===== config.mk =====
export PLATFORM = sky130hd
export DESIGN_NAME = smart_card_t0_sequencer_top_flat
export DESIGN_NICKNAME = d
export VERILOG_FILES = /design/src/hw/rtl/sct0_pkg.sv /design/src/hw/rtl/sct0_req_if.sv /design/src/hw/rtl/sct0_rsp_if.sv /design/src/hw/rtl/sct0_ram.sv /design/src/hw/rtl/smart_card_t0_sequencer_top.sv /design/src/flat_wrapper.sv
export VERILOG_INCLUDE_DIRS = /design/src /design/src/hw/rtl
export SDC_FILE = /design/constraint.sdc
export NUM_CORES = 1
export LEC_CHECK = 0
export BUFFER_PORTS_ARGS = -buffer_cell sky130_fd_sc_hd__buf_2
export CAP_MARGIN = 10
export CORE_ASPECT_RATIO = 0.6
export CORE_MARGIN = 3
export CORE_UTILIZATION = 61
export CTS_CLUSTER_SIZE = 40
export DETAILED_ROUTE_END_ITERATION = 10
export HOLD_SLACK_MARGIN = 0.1
export PLACE_DENSITY = 0.88
export SLEW_MARGIN = 20
export SYNTH_ARGS = -nofsm -noshare
export SYNTH_HDL_FRONTEND = slang
export SYNTH_HIERARCHICAL = 1
export SYNTH_SLANG_ARGS = --single-unit

===== constraint.sdc =====
create_clock -name clk_i -period 4.28 [get_ports clk_i]
set_clock_uncertainty 0.1 [all_clocks]
set_input_delay 0.214 -clock clk_i [delete_from_list [all_inputs] [get_ports clk_i]]
set_output_delay 0.214 -clock clk_i [all_outputs]
set_load 0.1 [all_outputs]

===== src/hw/rtl/assert_macros.svh =====
// Assertion macros used by the sequencer top level.
`ifndef ASSERT_MACROS_SVH
`define ASSERT_MACROS_SVH

// Same-cycle implication, checked out of reset.
`define SCT0_ASSERT_IMP(lbl, ante, cons) \
  lbl: assert property (@(posedge clk_i) disable iff (!rst_ni) (ante) |-> (cons)) \
    else $error("sct0: same-cycle check failed");

// Next-cycle implication, checked out of reset.
`define SCT0_ASSERT_NXT(lbl, ante, cons) \
  lbl: assert property (@(posedge clk_i) disable iff (!rst_ni) (ante) |=> (cons)) \
    else $error("sct0: next-cycle check failed");

`endif


===== src/hw/rtl/sct0_pkg.sv =====
// Types and constants of the smart-card T=0 sequencer.
`default_nettype none

package sct0_pkg;

  // Transmit queue geometry
  localparam int unsigned TX_QUEUE_DEPTH = 16;
  localparam int unsigned QIDX_W = (TX_QUEUE_DEPTH > 1) ? $clog2(TX_QUEUE_DEPTH) : 1;
  localparam int unsigned QCNT_W = $clog2(TX_QUEUE_DEPTH + 1);
  localparam int unsigned QSUM_W = QIDX_W + 1;

  // Protocol constants
  localparam logic [8:0] MAX_LENGTH   = 9'd256;
  localparam logic [2:0] HEADER_BYTES = 3'd5;
  localparam logic [7:0] NULL_BYTE    = 8'h60;

  // Configuration port
  localparam int unsigned CFG_IDX_W  = 2;
  localparam int unsigned CFG_DATA_W = 8;

  typedef enum logic [CFG_IDX_W-1:0] {
    CFG_INSTRUCTION_CODE  = 2'd0,
    CFG_RECEIVE_DIRECTION = 2'd1,
    CFG_TRANSFER_LENGTH   = 2'd2
  } cfg_idx_e;

  typedef enum logic [2:0] {
    OP_CARD_BYTE = 3'd0,
    OP_HOST_TX   = 3'd1,
    OP_HOST_RX   = 3'd2,
    OP_TX_SLOT   = 3'd3,
    OP_START     = 3'd4,
    OP_STOP      = 3'd5,
    OP_CLEAR     = 3'd6
  } opcode_e;

  typedef enum logic [2:0] {
    PH_IDLE   = 3'd0,
    PH_HEADER = 3'd1,
    PH_PROC   = 3'd2,
    PH_SEND   = 3'd3,
    PH_RECV   = 3'd4,
    PH_SW1    = 3'd5,
    PH_SW2    = 3'd6
  } phase_e;

  // Result fields known at accept time (the sent byte comes later from the queue RAM)
  typedef struct packed {
    phase_e     phase;
    logic       tx_valid;
    logic [7:0] rx_byte;
    logic       rx_ready;
    logic [7:0] status_word1;
    logic [7:0] status_word2;
    logic       command_done;
    logic       done_flag;
    logic       overrun_flag;
    logic       service_request;
  } stage_t;

endpackage

`default_nettype wire


===== src/hw/rtl/sct0_req_if.sv =====
// Request channel of the sequencer: opcode and data byte.
`default_nettype none

interface sct0_req_if;
  logic       valid;
  logic       ready;
  logic [2:0] opcode;
  logic [7:0] data_byte;

  modport source (output valid, output opcode, output data_byte, input ready);
  modport sink   (input valid, input opcode, input data_byte, output ready);
endinterface

`default_nettype wire


===== src/hw/rtl/sct0_rsp_if.sv =====
// Result channel of the sequencer: phase, bytes and status flags.
`default_nettype none

interface sct0_rsp_if;
  logic       valid;
  logic       ready;
  logic [2:0] phase;
  logic       tx_valid;
  logic [7:0] tx_byte;
  logic [7:0] rx_byte;
  logic       rx_ready;
  logic [7:0] status_word1;
  logic [7:0] status_word2;
  logic       command_done;
  logic       done_flag;
  logic       overrun_flag;
  logic       service_request;

  modport source (
    output valid, output phase, output tx_valid, output tx_byte, output rx_byte,
    output rx_ready, output status_word1, output status_word2, output command_done,
    output done_flag, output overrun_flag, output service_request,
    input ready
  );
  modport sink (
    input valid, input phase, input tx_valid, input tx_byte, input rx_byte,
    input rx_ready, input status_word1, input status_word2, input command_done,
    input done_flag, input overrun_flag, input service_request,
    output ready
  );
endinterface

`default_nettype wire


===== src/hw/rtl/sct0_ram.sv =====
// Generic single-port-write, single-port-read RAM with registered read data.
`default_nettype none

module sct0_ram #(
  parameter int unsigned WIDTH = 8,
  parameter int unsigned DEPTH = 16,
  parameter int unsigned ADDR_W = (DEPTH > 1) ? $clog2(DEPTH) : 1
) (
  input  wire logic              clk_i,
  input  wire logic              we_i,
  input  wire logic [ADDR_W-1:0] waddr_i,
  input  wire logic [WIDTH-1:0]  wdata_i,
  input  wire logic              re_i,
  input  wire logic [ADDR_W-1:0] raddr_i,
  output      logic [WIDTH-1:0]  rdata_o
);

  logic [WIDTH-1:0] mem_q [DEPTH];
  logic [WIDTH-1:0] rdata_q;

  // Write port
  always_ff @(posedge clk_i) begin
    if (we_i) begin
      mem_q[waddr_i] <= wdata_i;
    end
  end

  // Registered read port, holds its data while idle
  always_ff @(posedge clk_i) begin
    if (re_i) begin
      rdata_q <= mem_q[raddr_i];
    end
  end

  assign rdata_o = rdata_q;

endmodule

`default_nettype wire


===== src/hw/rtl/smart_card_t0_sequencer_top.sv =====
// Top level of the smart-card T=0 transfer sequencer.
//
//   channel  dir  handshake          contents
//   req      in   valid/ready        opcode, data_byte
//   rsp      out  valid/ready        phase, tx byte, rx byte, status words, flags
//   cfg      in   cfg_we_i, no wait  cfg_idx_i selects register, cfg_data_i value
//
// One request per cycle is sustained while rsp.ready does not stall the output; a
// result is offered from the output register, behind the s1 register, once its request
// is accepted, the extra stage covering the registered read of the transmit queue RAM.
// Sequencer state lives in flops and is updated at accept; the queue bytes live in RAM.
// rst_ni clears all control state at once; queue RAM contents are not cleared and
// only entries written since reset are ever read, so no clearing pass is needed.
// A stalled result is held in the output register while one more request is taken.
`default_nettype none
`include "assert_macros.svh"

module smart_card_t0_sequencer_top (
  input  wire logic                           clk_i,
  input  wire logic                           rst_ni,
  input  wire logic                           cfg_we_i,
  input  wire logic [sct0_pkg::CFG_IDX_W-1:0]  cfg_idx_i,
  input  wire logic [sct0_pkg::CFG_DATA_W-1:0] cfg_data_i,
  sct0_req_if.sink                            req,
  sct0_rsp_if.source                          rsp
);

  // Configuration registers
  logic [7:0] ins_code_q;
  logic       rx_dir_q;
  logic [7:0] xfer_len_q;

  // Sequencer state
  sct0_pkg::phase_e                phase_q, phase_d;
  logic [2:0]                      hdr_cnt_q, hdr_cnt_d;
  logic [8:0]                      data_len_q, data_len_d;
  logic [8:0]                      bytes_done_q, bytes_done_d;
  logic [8:0]                      chunk_left_q, chunk_left_d;
  logic [sct0_pkg::QIDX_W-1:0]     q_head_q, q_head_d;
  logic [sct0_pkg::QCNT_W-1:0]     queue_count_q, queue_count_d;
  logic                            tx_busy_q, tx_busy_d;
  logic                            rx_wait_q, rx_wait_d;
  logic [7:0]                      rx_hold_q, rx_hold_d;
  logic [7:0]                      sw1_q, sw1_d;
  logic [7:0]                      sw2_q, sw2_d;
  logic                            flag_done_q, flag_done_d;
  logic                            flag_ovr_q, flag_ovr_d;

  // Pipeline
  logic                            req_fire;
  logic                            s1_adv;
  logic                            s1_valid_q;
  sct0_pkg::stage_t                s1_q, s1_d;
  logic                            out_valid_q;
  sct0_pkg::stage_t                out_q;
  logic [7:0]                      out_tx_byte_q;

  // Queue RAM
  logic                            ram_we;
  logic [sct0_pkg::QIDX_W-1:0]     ram_waddr;
  logic                            ram_re;
  logic [7:0]                      ram_rdata;

  // Handshake and pipeline advance
  assign s1_adv    = s1_valid_q && (!out_valid_q || rsp.ready);
  assign req.ready = !s1_valid_q || s1_adv;
  assign req_fire  = req.valid && req.ready;

  // Configuration writes
  always_ff @(posedge clk_i or negedge rst_ni) begin
    if (!rst_ni) begin
      ins_code_q <= '0;
      rx_dir_q   <= 1'b0;
      xfer_len_q <= '0;
    end else if (cfg_we_i) begin
      unique case (sct0_pkg::cfg_idx_e'(cfg_idx_i))
        sct0_pkg::CFG_INSTRUCTION_CODE:  ins_code_q <= cfg_data_i[7:0];
        sct0_pkg::CFG_RECEIVE_DIRECTION: rx_dir_q   <= cfg_data_i[0];
        sct0_pkg::CFG_TRANSFER_LENGTH:   xfer_len_q <= cfg_data_i[7:0];
        default: ;
      endcase
    end
  end

  // Next state of the sequencer for the request on the port
  always_comb begin
    logic [8:0]                  bd_inc;
    logic [8:0]                  cl_dec;
    sct0_pkg::phase_e            cnt_phase;
    logic [8:0]                  remaining;
    logic [2:0]                  hdr_inc;
    logic [sct0_pkg::QSUM_W-1:0] tail_sum;
    logic [sct0_pkg::QCNT_W-1:0] cnt_dec;
    logic                        done_pulse;
    logic                        tx_fire;

    phase_d       = phase_q;
    hdr_cnt_d     = hdr_cnt_q;
    data_len_d    = data_len_q;
    bytes_done_d  = bytes_done_q;
    chunk_left_d  = chunk_left_q;
    q_head_d      = q_head_q;
    queue_count_d = queue_count_q;
    tx_busy_d     = tx_busy_q;
    rx_wait_d     = rx_wait_q;
    rx_hold_d     = rx_hold_q;
    sw1_d         = sw1_q;
    sw2_d         = sw2_q;
    flag_done_d   = flag_done_q;
    flag_ovr_d    = flag_ovr_q;
    done_pulse    = 1'b0;
    tx_fire       = 1'b0;
    ram_we        = 1'b0;
    ram_re        = 1'b0;

    // Data counter advance shared by send and receive
    bd_inc = bytes_done_q + 9'd1;
    cl_dec = chunk_left_q - 9'd1;
    if (bd_inc == data_len_q) begin
      cnt_phase = sct0_pkg::PH_SW1;
    end else if (cl_dec == 9'd0) begin
      cnt_phase = sct0_pkg::PH_PROC;
    end else begin
      cnt_phase = phase_q;
    end
    remaining = data_len_q - bytes_done_q;
    hdr_inc   = hdr_cnt_q + 3'd1;
    cnt_dec   = queue_count_q - sct0_pkg::QCNT_W'(1);

    // Write address: head plus fill, wrapped once
    tail_sum = sct0_pkg::QSUM_W'(q_head_q) + sct0_pkg::QSUM_W'(queue_count_q);
    if (tail_sum >= sct0_pkg::QSUM_W'(sct0_pkg::TX_QUEUE_DEPTH)) begin
      tail_sum = tail_sum - sct0_pkg::QSUM_W'(sct0_pkg::TX_QUEUE_DEPTH);
    end
    ram_waddr = tail_sum[sct0_pkg::QIDX_W-1:0];

    if (req_fire) begin
      unique case (sct0_pkg::opcode_e'(req.opcode))
        sct0_pkg::OP_CARD_BYTE: begin
          unique case (phase_q)
            sct0_pkg::PH_PROC: begin
              if (req.data_byte == sct0_pkg::NULL_BYTE) begin
                // null procedure byte: ignore
              end else if (req.data_byte == ins_code_q) begin
                chunk_left_d = remaining;
                phase_d      = rx_dir_q ? sct0_pkg::PH_RECV : sct0_pkg::PH_SEND;
              end else if (req.data_byte == ~ins_code_q) begin
                chunk_left_d = (remaining == 9'd0) ? 9'd0 : 9'd1;
                phase_d      = rx_dir_q ? sct0_pkg::PH_RECV : sct0_pkg::PH_SEND;
              end else begin
                sw1_d   = req.data_byte;
                phase_d = sct0_pkg::PH_SW2;
              end
            end
            sct0_pkg::PH_RECV: begin
              if (rx_wait_q) begin
                flag_ovr_d = 1'b1;
              end else begin
                rx_hold_d    = req.data_byte;
                rx_wait_d    = 1'b1;
                bytes_done_d = bd_inc;
                chunk_left_d = cl_dec;
                phase_d      = cnt_phase;
              end
            end
            sct0_pkg::PH_SW1: begin
              if (req.data_byte != sct0_pkg::NULL_BYTE) begin
                sw1_d   = req.data_byte;
                phase_d = sct0_pkg::PH_SW2;
              end
            end
            sct0_pkg::PH_SW2: begin
              sw2_d        = req.data_byte;
              phase_d      = sct0_pkg::PH_HEADER;
              hdr_cnt_d    = '0;
              data_len_d   = '0;
              bytes_done_d = '0;
              chunk_left_d = '0;
              flag_done_d  = 1'b1;
              done_pulse   = 1'b1;
            end
            default: begin
              // card byte with no place to go
              flag_ovr_d = 1'b1;
            end
          endcase
        end
        sct0_pkg::OP_HOST_TX: begin
          if (queue_count_q >= sct0_pkg::QCNT_W'(sct0_pkg::TX_QUEUE_DEPTH) ||
              (phase_q != sct0_pkg::PH_HEADER && phase_q != sct0_pkg::PH_SEND)) begin
            flag_ovr_d = 1'b1;
          end else begin
            ram_we        = 1'b1;
            queue_count_d = queue_count_q + sct0_pkg::QCNT_W'(1);
            tx_busy_d     = 1'b1;
            if (phase_q == sct0_pkg::PH_HEADER) begin
              hdr_cnt_d = hdr_inc;
              if (hdr_inc == sct0_pkg::HEADER_BYTES) begin
                phase_d    = sct0_pkg::PH_PROC;
                data_len_d = (xfer_len_q == 8'd0) ? sct0_pkg::MAX_LENGTH
                                                  : {1'b0, xfer_len_q};
              end
            end else begin
              bytes_done_d = bd_inc;
              chunk_left_d = cl_dec;
              phase_d      = cnt_phase;
            end
          end
        end
        sct0_pkg::OP_HOST_RX: begin
          rx_wait_d = 1'b0;
        end
        sct0_pkg::OP_TX_SLOT: begin
          if (queue_count_q != '0) begin
            ram_re        = 1'b1;
            tx_fire       = 1'b1;
            q_head_d      = (q_head_q == sct0_pkg::QIDX_W'(sct0_pkg::TX_QUEUE_DEPTH - 1))
                            ? '0 : q_head_q + sct0_pkg::QIDX_W'(1);
            queue_count_d = cnt_dec;
            tx_busy_d     = (cnt_dec != '0);
          end else begin
            tx_busy_d = 1'b0;
          end
        end
        sct0_pkg::OP_START, sct0_pkg::OP_STOP: begin
          q_head_d      = '0;
          queue_count_d = '0;
          tx_busy_d     = 1'b0;
          rx_wait_d     = 1'b0;
          hdr_cnt_d     = '0;
          data_len_d    = '0;
          bytes_done_d  = '0;
          chunk_left_d  = '0;
          phase_d       = (sct0_pkg::opcode_e'(req.opcode) == sct0_pkg::OP_START)
                          ? sct0_pkg::PH_HEADER : sct0_pkg::PH_IDLE;
        end
        sct0_pkg::OP_CLEAR: begin
          flag_done_d = 1'b0;
          flag_ovr_d  = 1'b0;
        end
        default: ;
      endcase
    end

    // Result fields as seen after this request
    s1_d.phase           = phase_d;
    s1_d.tx_valid        = tx_fire;
    s1_d.rx_byte         = rx_hold_d;
    s1_d.rx_ready        = rx_wait_d;
    s1_d.status_word1    = sw1_d;
    s1_d.status_word2    = sw2_d;
    s1_d.command_done    = done_pulse;
    s1_d.done_flag       = flag_done_d;
    s1_d.overrun_flag    = flag_ovr_d;
    s1_d.service_request = ((phase_d == sct0_pkg::PH_HEADER || phase_d == sct0_pkg::PH_SEND) &&
                            !tx_busy_d && queue_count_d == '0) || rx_wait_d;
  end

  // Sequencer state registers
  always_ff @(posedge clk_i or negedge rst_ni) begin
    if (!rst_ni) begin
      phase_q       <= sct0_pkg::PH_IDLE;
      hdr_cnt_q     <= '0;
      data_len_q    <= '0;
      bytes_done_q  <= '0;
      chunk_left_q  <= '0;
      q_head_q      <= '0;
      queue_count_q <= '0;
      tx_busy_q     <= 1'b0;
      rx_wait_q     <= 1'b0;
      rx_hold_q     <= '0;
      sw1_q         <= '0;
      sw2_q         <= '0;
      flag_done_q   <= 1'b0;
      flag_ovr_q    <= 1'b0;
    end else begin
      phase_q       <= phase_d;
      hdr_cnt_q     <= hdr_cnt_d;
      data_len_q    <= data_len_d;
      bytes_done_q  <= bytes_done_d;
      chunk_left_q  <= chunk_left_d;
      q_head_q      <= q_head_d;
      queue_count_q <= queue_count_d;
      tx_busy_q     <= tx_busy_d;
      rx_wait_q     <= rx_wait_d;
      rx_hold_q     <= rx_hold_d;
      sw1_q         <= sw1_d;
      sw2_q         <= sw2_d;
      flag_done_q   <= flag_done_d;
      flag_ovr_q    <= flag_ovr_d;
    end
  end

  // Transmit queue storage
  sct0_ram #(
    .WIDTH (8),
    .DEPTH (sct0_pkg::TX_QUEUE_DEPTH)
  ) u_tx_queue (
    .clk_i   (clk_i),
    .we_i    (ram_we),
    .waddr_i (ram_waddr),
    .wdata_i (req.data_byte),
    .re_i    (ram_re),
    .raddr_i (q_head_q),
    .rdata_o (ram_rdata)
  );

  // Stage valid bits
  always_ff @(posedge clk_i or negedge rst_ni) begin
    if (!rst_ni) begin
      s1_valid_q  <= 1'b0;
      out_valid_q <= 1'b0;
    end else begin
      if (req_fire) begin
        s1_valid_q <= 1'b1;
      end else if (s1_adv) begin
        s1_valid_q <= 1'b0;
      end
      if (s1_adv) begin
        out_valid_q <= 1'b1;
      end else if (rsp.ready) begin
        out_valid_q <= 1'b0;
      end
    end
  end

  // Stage payloads; merge the queue read data on the way to the output
  always_ff @(posedge clk_i) begin
    if (req_fire) begin
      s1_q <= s1_d;
    end
    if (s1_adv) begin
      out_q         <= s1_q;
      out_tx_byte_q <= s1_q.tx_valid ? ram_rdata : 8'd0;
    end
  end

  // Result port
  assign rsp.valid           = out_valid_q;
  assign rsp.phase           = out_q.phase;
  assign rsp.tx_valid        = out_q.tx_valid;
  assign rsp.tx_byte         = out_tx_byte_q;
  assign rsp.rx_byte         = out_q.rx_byte;
  assign rsp.rx_ready        = out_q.rx_ready;
  assign rsp.status_word1    = out_q.status_word1;
  assign rsp.status_word2    = out_q.status_word2;
  assign rsp.command_done    = out_q.command_done;
  assign rsp.done_flag       = out_q.done_flag;
  assign rsp.overrun_flag    = out_q.overrun_flag;
  assign rsp.service_request = out_q.service_request;

  // Checks
  `SCT0_ASSERT_IMP(a_busy_tracks_fill, 1'b1, tx_busy_q == (queue_count_q != '0))
  `SCT0_ASSERT_IMP(a_no_take_when_held, s1_valid_q && !s1_adv, !req_fire)
  `SCT0_ASSERT_NXT(a_rdata_held_on_stall, s1_valid_q && !s1_adv && s1_q.tx_valid, $stable(ram_rdata))
  `SCT0_ASSERT_IMP(a_data_phase_has_chunk,
                   phase_q == sct0_pkg::PH_SEND || phase_q == sct0_pkg::PH_RECV,
                   chunk_left_q != 9'd0 && bytes_done_q != data_len_q)

endmodule

`default_nettype wire

===== src/flat_wrapper.sv =====
// flat-port wrapper written by rule: the top's interface ports become plain ports
module smart_card_t0_sequencer_top_flat 
  (clk_i, rst_ni, cfg_we_i, cfg_idx_i, cfg_data_i, req_valid, req_opcode, req_data_byte, req_ready, rsp_valid, rsp_phase, rsp_tx_valid, rsp_tx_byte, rsp_rx_byte, rsp_rx_ready, rsp_status_word1, rsp_status_word2, rsp_command_done, rsp_done_flag, rsp_overrun_flag, rsp_service_request, rsp_ready);
  sct0_req_if req_i ();
  sct0_rsp_if rsp_i ();
  input  wire logic clk_i;
  input  wire logic rst_ni;
  input  wire logic cfg_we_i;
  input  wire logic [sct0_pkg::CFG_IDX_W-1:0] cfg_idx_i;
  input  wire logic [sct0_pkg::CFG_DATA_W-1:0] cfg_data_i;
  input wire logic [$bits(req_i.valid)-1:0] req_valid;
  input wire logic [$bits(req_i.opcode)-1:0] req_opcode;
  input wire logic [$bits(req_i.data_byte)-1:0] req_data_byte;
  output wire logic [$bits(req_i.ready)-1:0] req_ready;
  output wire logic [$bits(rsp_i.valid)-1:0] rsp_valid;
  output wire logic [$bits(rsp_i.phase)-1:0] rsp_phase;
  output wire logic [$bits(rsp_i.tx_valid)-1:0] rsp_tx_valid;
  output wire logic [$bits(rsp_i.tx_byte)-1:0] rsp_tx_byte;
  output wire logic [$bits(rsp_i.rx_byte)-1:0] rsp_rx_byte;
  output wire logic [$bits(rsp_i.rx_ready)-1:0] rsp_rx_ready;
  output wire logic [$bits(rsp_i.status_word1)-1:0] rsp_status_word1;
  output wire logic [$bits(rsp_i.status_word2)-1:0] rsp_status_word2;
  output wire logic [$bits(rsp_i.command_done)-1:0] rsp_command_done;
  output wire logic [$bits(rsp_i.done_flag)-1:0] rsp_done_flag;
  output wire logic [$bits(rsp_i.overrun_flag)-1:0] rsp_overrun_flag;
  output wire logic [$bits(rsp_i.service_request)-1:0] rsp_service_request;
  input wire logic [$bits(rsp_i.ready)-1:0] rsp_ready;
  assign req_i.valid = req_valid;
  assign req_i.opcode = req_opcode;
  assign req_i.data_byte = req_data_byte;
  assign req_ready = req_i.ready;
  assign rsp_valid = rsp_i.valid;
  assign rsp_phase = rsp_i.phase;
  assign rsp_tx_valid = rsp_i.tx_valid;
  assign rsp_tx_byte = rsp_i.tx_byte;
  assign rsp_rx_byte = rsp_i.rx_byte;
  assign rsp_rx_ready = rsp_i.rx_ready;
  assign rsp_status_word1 = rsp_i.status_word1;
  assign rsp_status_word2 = rsp_i.status_word2;
  assign rsp_command_done = rsp_i.command_done;
  assign rsp_done_flag = rsp_i.done_flag;
  assign rsp_overrun_flag = rsp_i.overrun_flag;
  assign rsp_service_request = rsp_i.service_request;
  assign rsp_i.ready = rsp_ready;
  smart_card_t0_sequencer_top u_core (.clk_i(clk_i), .rst_ni(rst_ni), .cfg_we_i(cfg_we_i), .cfg_idx_i(cfg_idx_i), .cfg_data_i(cfg_data_i), .req(req_i), .rsp(rsp_i));
endmodule

==> results_dict.tcl, run 1 <==
set metrics [dict create \
    outcome "finished, final reports clean" \
    viasPerCell 6.51 \
    critPathRequiredTime_ns 4.34 \
    power.static_leakage_uw 0.00549 \
    drt_iter0_markers 1205 \
    grt_use_total 0.275 \
    place_hpwl_mm 21.1 \
    period_share 0.807 \
    place_area_um2 13700 \
    wirelength_mm 31.7 \
    die_h_um 119 \
    period_needed_ns 3.45 \
    die_x_um 195 \
    setup_viol 0 \
    synth.top_cells.by_count "210 x edfxtp_1, 89 x dfrtp_1, 72 x nand2_1" \
    crit_arrival_ns 3.51 \
    io_buffers 68 \
    synthArstFlopShare 0.298 \
    synth_nets 974 \
    h-tree-depth 1 \
    cp-end-kind "register" \
    rsz0062_at_grt "false" \
    seq_area_um2 8540 \
    power.total_uw 6740 \
    firstDrtPassIters 6 \
    synth.distinct_cells 75 \
    drive_gt1_frac 0.186 \
    synthCells 926 \
    drtAntennaViolNets 0 \
    reg2reg_depth 6 \
    grt_pass1_wl_mm 49.2 \
    gp_congestion 0.984 \
    synth_edf_count 210 \
    stdcell_area_um2 14700 \
    dieArea_um2 23300 \
    root_buffer "clkbuf_16" \
    grt_max_degree 60 \
    ys_top_cells_by_area "edfxtp_1 48%, dfrtp_1 17%, mux2_2 3.2%, mux4_2 3.1%, mux4_1 2.8%" \
    synthToLayoutAreaGrowth_pct 12.6 \
    whs_path_depth 2 \
    finalHoldViolCount 0 \
    synthFlopType "edfxtp_1" \
    p_per_area_nw_per_um2 458 \
    finish.utilization 0.717 \
    fmax_mhz 289 \
    tightest_slew_ns 1.05 \
    synth_warnings 6 \
    drv_slew 0 \
    fillCellCount 1324 \
    crit_fanout 22 \
    ys_seq_area_frac 0.652 \
    yosysMostFrequentCell "edfxtp_1" \
    synth_area_leader_cell "edfxtp_1" \
    slew_headroom 0.301 \
    peakVddDrop_uv 405 \
    fin_nets 1074 \
    diodes 0 \
    core_area_um2 20500 \
    clockBufferDepth 3 \
    path_class "reg -> reg" \
    cp-start-kind "register" \
    multi_input_area_um2 4230 \
    initial_core_util 0.637 \
    yosys.area.top_type_share 0.482 \
    io_pins 69 \
    stdcell_count 1319 \
    placedCellCount 1250 \
    cts_tree "yes" \
    via_count 8582 \
    clk_pin_slew_ns 0.06 \
    cts_post_setup_buffers_inserted 0 \
    antenna_found_initial 2 \
    synth-seq-cells 299 \
    hp-class "in -> reg" \
    cts-buffers-inserted 27 \
    cts_resized 0 \
    routedWlPerCell_um 24.0 \
    grt_pass1_vias 8335 \
    overflow 0 \
    cts_sinks 299 \
    syn_area_um2 13100 \
    cts_hold_repair.buffers 20 \
    finalSetupTns_ns 0 \
    drc 0 \
    synth.avg_cell_area_um2 14.1 \
    clk_latency_ns 0.53 \
    rows 40 \
    drv_cap 0 \
]
[final timing paths]
kind                            slack, ns                       endpoint              start
worst max register to register       0.83  u_core/u_tx_queue/mem_q[3][4]  u_core/phase_q[0]
worst min register to register       0.32          u_core/rsp.rx_byte[4]    u_core/s1_q[25]
max in group asynchronous            2.93         u_core/chunk_left_q[0]             rst_ni
min in group asynchronous            0.22            u_core/rx_hold_q[4]             rst_ni
worst min-delay path                 0.14  u_core/u_tx_queue/mem_q[9][4]   req_data_byte[4]
worst max-delay path                 0.83  u_core/u_tx_queue/mem_q[3][4]  u_core/phase_q[0]
[cells in the final DEF, fill, tap and decap left out, types with 8 or more instances in the layout]
master,instances
buf_2,67
edfxtp_1,210
nor3_1,23
nand3_1,19
mux4_1,14
xnor2_1,21
mux4_2,18
nand2_1,72
dlygate4sd3_1,20
o21ai_0,58
a21oi_1,35
a31oi_1,9
nand2b_1,11
inv_1,33
dfrtp_1,87
a22oi_1,20
clkbuf_1,13
nor2_1,56
clkbuf_16,27
nand3b_1,8
nor2b_1,9
xor2_1,9
ha_1,20
mux2_2,37
buf_4,17
and2_1,11
[kinds of logic (layout without fill, tap and decap cells)]
family,count (synthesis),after routing,synth area share
DFF,299,299,0.652
and+or+nand+nor,250,250,0.0960
AOI/OAI and AO/OA,186,186,0.0929
muxes,70,70,0.0917
buffers and inverters,69,189,0.0247
xor gates and xnor gates,30,30,0.0201
adders and majority gates,22,22,0.0222
[layout make-up]
cell class                 count  share of cell area
timing repair buffer         104              0.0450
clock inverter                 8             0.00493
clock buffer                  41              0.0501
multi-input combinational    558               0.288
sequential                   299               0.580
inverter                      36             0.00918
tap                          273              0.0232
[through the flow]
stage               setup slack (ns)  hold WS (ns)
finish                         0.826         0.136
global route                   0.556         0.124
detailed placement             0.917         0.247
global placement                1.10         0.235
floorplan                      0.209        -0.182
CTS                            0.894         0.127
[state kept, by name (all words and copies together) (netlist names), 3 cells and up]
register                   count
u_core/xfer_len_q              8
u_core/rsp.status_word1        8
u_core/phase_q                 3
u_core/ins_code_q              8
u_core/bytes_done_q            9
u_core/rx_hold_q               8
u_core/sw2_q                   8
u_core/q_head_q                4
u_core/sw1_q                   8
u_core/chunk_left_q            9
u_core/rsp.status_word2        8
u_core/data_len_q              9
u_core/rsp.phase               3
u_core/u_tx_queue/rdata_o      8
u_core/rsp.tx_byte             8
u_core/s1_q                   33
u_core/rsp.rx_byte             8
u_core/hdr_cnt_q               3
u_core/u_tx_queue/mem_q      128
u_core/queue_count_q           5
[critical path, stage by stage (launching register included)]
cell and delay, ns:
dfrtp_1 0.77, nor3b_2 0.54, nand2_1 0.15, nor3_1 0.19, buf_4 0.17, or3b_2 0.49
nor2_1 0.65
[routing by layer]
layer	wire length, um	up-vias	GRT usage
met3	4420	67	0.0891
met1	13400	4212	0.429
met2	13200	573	0.385
li1	-	3726	-
met4	605	4	0.0498
met5	28	-	0
[power breakdown]
group	total, uW	internal (uW)	switching [uW]
combinational	1150	388	757
sequential	3340	3240	108
clock	2250	1250	1000
Note: power is estimated with default switching activity, not from simulation.
==> inputs of run 2 (changes only) <==
Settings changed: CORE_UTILIZATION 61 to 55, PLACE_DENSITY 0.88 to 0.84.
Clock period 4.28 ns to 2.8 ns, I/O delays scaled along.
==> results_dict.tcl, run 2 (same netlist as run 1, synthesis figures left out) <==
set metrics [dict create \
    root_buffer "clkbuf_16" \
    cts_tree "yes" \
    firstDrtPassIters 6 \
    reg2reg_depth 11 \
    routedWlPerCell_um 21.6 \
    whs_path_depth 5 \
    setup_ws_ns -0.172 \
    diodes 0 \
    top_regs "u_core/u_tx_queue/mem_q (128), u_core/s1_q (33)" \
    antenna_found_initial 1 \
    mostFrequentLayoutCell "edfxtp_1" \
    cp-end-kind "register" \
    critPathRequiredTime_ns 3.09 \
    period_share 1.06 \
    mostFrequentLayoutCells "210 x edfxtp_1, 96 x buf_4, 86 x dfrtp_1" \
    h-tree-depth 1 \
    drtAntennaViolNets 0 \
    io_buffers 68 \
    overflow 0 \
    clockBufferDepth 3 \
    hp-class "in -> reg" \
    core_area_um2 23200 \
    clk_pin_slew_ns 0.07 \
    slew_headroom 0.398 \
    io_pins 69 \
    rrSetupSlack_ns -0.17 \
    dieArea_um2 25700 \
    crit_arrival_ns 3.26 \
    via_count 8799 \
    crit_slowest_cell "or4_4" \
    cp_common_cell "inv_2" \
    cts_sinks 299 \
    viasPerCell 6.05 \
    setup_viol 1 \
    tightest_slew_ns 0.904 \
    peakVddDrop_uv 433 \
    finalHoldViolCount 0 \
    synthToLayoutAreaGrowth_pct 22.1 \
    wirelength_mm 31.4 \
    drc 0 \
    period_needed_ns 2.97 \
    cp-start-kind "register" \
    largest_reg_flops 128 \
    grt_pass1_wl_mm 49.0 \
    drive_gt1_frac 0.300 \
    clk_latency_ns 0.55 \
    place_hpwl_mm 21.4 \
    p_per_area_nw_per_um2 681 \
    gp_congestion 0.953 \
    outcome "finished, violations left" \
    regMostFlops "u_core/u_tx_queue/mem_q" \
    cts-buffers-inserted 27 \
    r2r_end "u_core/s1_q[0]" \
    initial_core_util 0.563 \
    violations "negative setup slack" \
    crit_fanout 4 \
    max_stage_delay_ns 0.56 \
    die_h_um 125 \
    rows 43 \
    path_class "reg -> reg" \
    fmax_mhz 337 \
    grt_pass1_vias 8430 \
    die_x_um 205 \
    rsz0062_at_grt "true" \
    finish.utilization 0.687 \
    drv_cap 0 \
    grt_max_degree 46 \
    drv_slew 0 \
    grt_use_total 0.247 \
    crit_chain "inv_2, ha_4, or4b_4, nand3_4, buf_4, inv_2, a32oi_1, o31ai_1, or4_4, or3_4, o31ai_2" \
    fin_nets 1167 \
    whs_endpoint "u_core/hdr_cnt_q[1]" \
    worstHoldStart "req_opcode[2]" \
    rr_startpoint "u_core/queue_count_q[1]" \
    drt_iter0_markers 1041 \
    power.static_leakage_uw 0.00606 \
    whs_ns 0.135 \
]
==> run 2: cell count changes in the layout (fill, tap and decap cells not counted), sizes merged <==
| cell | delta |
|---|---|
| clkbuf | +1 |
| dlygate4sd3 | +6 |
| inv | +1 |
| buf | +86 |
==> run 2: worst max path at each step <==
stage | from | to | slack [ns] | cells after the start
6_report | u_core/queue_count_q[1] | u_core/s1_q[0] | -0.17 | 11
5_1_grt | u_core/queue_count_q[1] | u_core/s1_q[0] | -0.24 | 11
4_1_cts | u_core/queue_count_q[1] | u_core/s1_q[0] | -0.07 | 10
3_5_place_dp | u_core/queue_count_q[1] | u_core/s1_q[0] | -0.18 | 10
3_3_place_gp | u_core/queue_count_q[0] | u_core/s1_q[0] | -0.15 | 10
2_1_floorplan | u_core/rsp.valid | u_core/s1_q[0] | -0.88 | 10
==> run 2: area by class of cell <==
type | count | area (um2)
inverters | 36 | 148
fillers | 1569 | 7280
flip-flops and latches | 299 | 8540
clock buffers | 41 | 797
multi-input cells | 558 | 4520
repair buffers | 197 | 1480
clock inverters | 9 | 93.8
well taps | 315 | 394
==> run 2: what timing repair did <==
item,4_1_cts,5_1_grt
gates resized for setup,6,31
hold buffers,27,0
hold endpoints to repair,241,0
setup endpoints to repair,4,116
pin swaps,8,13
buffers inserted,2,6
gates cloned,0,0
==> run 2: per-stage QoR <==
step,cells,TNS (ns),total power (uW),setup slack (ns),area [um2]
finish,1455,-0.172,10900,-0.172,16000
global route,1455,-0.293,11300,-0.245,16000
CTS,1448,-0.0726,10800,-0.0726,15800
detailed placement,1369,-0.519,7060,-0.179,14600
global placement,1369,-0.202,7010,-0.151,14600
floorplan,926,-70.05,6500,-0.881,13300
==> run 2: critical path: cells and delay by family (launching register included) <==
kind	cells	cell delay (ns)
AOI/OAI and AO/OA	3	0.47
and+or+nand+nor	4	1.51
buffers and inverters	3	0.24
adders and majority gates	1	0.13
DFF	1	0.39
==> run 2: where the power goes <==
group | switching [uW] | internal [uW] | leakage, uW | total (uW)
clock | 1600 | 2080 | 0.000437 | 3680
combinational | 1290 | 816 | 0.00252 | 2100
sequential | 143 | 4950 | 0.00310 | 5090
total | 3030 | 7840 | 0.00606 | 10900
==> run 2: per-layer routing <==
| layer | track usage | share of wire | up-vias |
|---|---|---|---|
| met4 | 0.0490 | 0.018 | 2 |
| met1 | 0.395 | 0.44 | 4329 |
| met3 | 0.0671 | 0.12 | 50 |
| li1 | - | - | 3921 |
| met5 | 0 | 0.00041 | - |
| met2 | 0.344 | 0.42 | 497 |
==> inputs of run 3 (changes only) <==
Settings changed: ABC_AREA set to 1, CORE_MARGIN 3 to unset, CORE_UTILIZATION 55 to 56, GPL_ROUTABILITY_DRIVEN set to 0, PLACE_DENSITY 0.84 to 0.85.
==> results_dict.tcl, run 3 <==
set metrics [dict create \
    synth.avg_cell_area_um2 9.77 \
    wl_met2_mm 14.4 \
    cts_sinks 299 \
    wl_met3_mm 4.45 \
    fmax_mhz 394 \
    crit_slowest_cell "dfrtp_1" \
    p_per_area_nw_per_um2 886 \
    synthArstFlopShare 0.298 \
    slew_headroom 0.470 \
    mostFrequentLayoutCell "nand2_1" \
    cp_common_cell "nand2_1" \
    whs_ns 0.117 \
    power.total_uw 14100 \
    hp-class "in -> async" \
    cp-start-kind "register" \
    crit_arrival_ns 2.87 \
    synth_compound_area_frac 0.0585 \
    ys_seq_area_frac 0.615 \
    routed.top_layer "met4" \
    overflow 0 \
    place_hpwl_mm 23.3 \
    antenna_found_initial 0 \
    yosys.area.top_type_share 0.455 \
    max_stage_delay_ns 0.50 \
    firstDrtPassIters 6 \
    tightest_slew_ns 0.795 \
    ys_top_cells_by_area "edfxtp_1 45%, dfrtp_1 16%, nand2_1 9.6%, inv_1 6.1%, nand3_1 5.7%" \
    grt_pass1_vias 10144 \
    cp-end-kind "register" \
    cts_tree "yes" \
    io_buffers 68 \
    via_count 10727 \
    viasPerCell 5.67 \
    period_needed_ns 2.54 \
    drc 0 \
    synth_warnings 6 \
    synth-seq-cells 299 \
    seq_area_um2 8540 \
    synth_edf_count 210 \
    syn_area_um2 13900 \
    setup_viol 0 \
    grt_max_degree 68 \
    drtAntennaViolNets 0 \
    drt_iter0_markers 1502 \
    grt_use_total 0.273 \
    fillCellCount 1799 \
    die_x_um 205 \
    h-tree-depth 1 \
    rsz0062_at_grt "false" \
    wirelength_mm 33.6 \
    path_class "reg -> reg" \
    drv_slew 0 \
    drive_gt1_frac 0.132 \
    regMostFlops "u_core/u_tx_queue/mem_q" \
    synth_area_leader_cell "edfxtp_1" \
    fin_nets 1596 \
    crit_chain "ha_1, inv_1, fa_1, nand3_1, nand3_1, nand2_1, nand2_1, nand2_1, nand2_1, xor2_1, nand3b_1, nor2_1, nand2_1, nand2_1, nand2_1, nand2_1, a21oi_1" \
    worst-path-buf-inv 1 \
    rows 44 \
    place_area_um2 14700 \
    synth_nets 1468 \
    met1_length_mm 14.2 \
    synth.distinct_cells 46 \
    multi_input_area_um2 4230 \
    cts_resized 0 \
    root_buffer "clkbuf_16" \
    cts-buffers-inserted 27 \
    finalHoldViolCount 0 \
    finalSetupTns_ns 0 \
    synthSimpleGateAreaFrac 0.207 \
    synthXorXnorAreaFrac 0.0158 \
    preCtsSetupSlack_ns 0.323 \
    critPathRequiredTime_ns 3.13 \
    yosysMostFrequentCell "nand2_1" \
    drv_cap 0 \
    routedWlPerCell_um 17.8 \
    outcome "finished, final reports clean" \
    clk_latency_ns 0.54 \
    io_pins 69 \
    clk_pin_slew_ns 0.07 \
    synthCells 1420 \
    yosys.area_share.adder 0.0209 \
    period_share 0.907 \
    synthToLayoutAreaGrowth_pct 14.5 \
    grt_pass1_wl_mm 53.1 \
    core_area_um2 24200 \
    peakVddDrop_uv 537 \
    clockBufferDepth 3 \
    power.static_leakage_uw 0.00709 \
    synth_top_family_by_area "simple AND/OR/NAND/NOR gates" \
    cp_top_family "simple AND/OR/NAND/NOR gates" \
    synthMuxAreaShare 0.000812 \
    synth.top_cells.by_count "356 x nand2_1, 227 x inv_1, 210 x edfxtp_1" \
    die_h_um 124 \
    stdcell_area_um2 15900 \
    synthFlopType "edfxtp_1" \
    dieArea_um2 25400 \
    crit_fanout 9 \
    largest_reg_flops 128 \
    top_regs "u_core/u_tx_queue/mem_q (128), u_core/s1_q (33)" \
    setup_ws_ns 0.261 \
    mostFrequentLayoutCells "356 x nand2_1, 227 x inv_1, 210 x edfxtp_1" \
    initial_core_util 0.573 \
]
run 3: cell types whose count changed after synthesis, sizes merged, moves of 12 or more:
cell,before,now
nand3,20,160
buf,15,30
o22ai,4,16
nor3,23,6
o21ai,58,84
mux4,32,0
inv,35,241
nand2,73,373
nor2,56,90
a22oi,20,5
mux2,37,1
run 3: metal layers:
metal	global-route usage	vias to the layer above
met2	0.404	700
met3	0.0649	64
met1	0.410	5051
met4	0.0588	0
met5	0	-
li1	-	4912
run 3: worst reg2reg max path, cell delays in order (launching register included):
cell and delay [ns]:
dfrtp_1 0.50, ha_1 0.20, inv_1 0.06, fa_1 0.41, nand3_1 0.11, nand3_1 0.14, nand2_1 0.10, nand2_1 0.05
nand2_1 0.05, nand2_1 0.05, xor2_1 0.18, nand3b_1 0.10, nor2_1 0.09, nand2_1 0.05, nand2_1 0.06, nand2_1 0.05
nand2_1 0.05, a21oi_1 0.07
run 3: worst paths after layout:
kind | from | to | slack [ns] | cells after the start
setup / recovery | u_core/bytes_done_q[0] | u_core/chunk_left_q[0] | 0.26 | 17
hold / removal | rst_ni | u_core/xfer_len_q[6] | 0.12 | 2
setup reg to reg | u_core/bytes_done_q[0] | u_core/chunk_left_q[0] | 0.26 | 17
hold reg to reg | u_core/s1_q[11] | u_core/rsp.status_word2[7] | 0.32 | 0
max in group asynchronous | rst_ni | u_core/rx_hold_q[7] | 1.81 | 3
min in group clk_i | cfg_data_i[4] | u_core/xfer_len_q[4] | 0.32 | 4
run 3: cell families after synthesis:
group,after synthesis
adder cells (fa/ha/maj),22
XOR/XNOR,25
flip-flops,299
AO/OA/AOI/OAI,145
buffers and inverters,276
AND/OR/NAND/NOR,652
multiplexers,1
run 3: area by class of cell:
class	instances	share of cell area
sequential	299	0.538
multi-input combinational	845	0.266
antenna	1	0.000158
tap	322	0.0254
clock inverter	14	0.00662
clock buffer	36	0.0485
inverter	242	0.0572
timing repair buffer	133	0.0582
run 3: report_power, final:
part / total, uW / internal (uW) / switching (uW)
Combinational: 4800 / 1350 / 3450
Clock: 3630 / 2030 / 1590
Sequential: 5640 / 5300 / 346
Total: 14100 / 8680 / 5390
run 3: stage by stage:
stage,utilization,instances
after floorplan,-,1420
after global placement,0.608,1814
after CTS,0.655,1891
after global routing,0.655,1891
after detailed placement,0.608,1814
final,0.655,1892
run 3: repair_timing:
| item | CTS | global route |
|---|---|---|
| hold buffers | 27 | 0 |
| setup buffers | 0 | 0 |
| hold endpoints to repair | 223 | 0 |
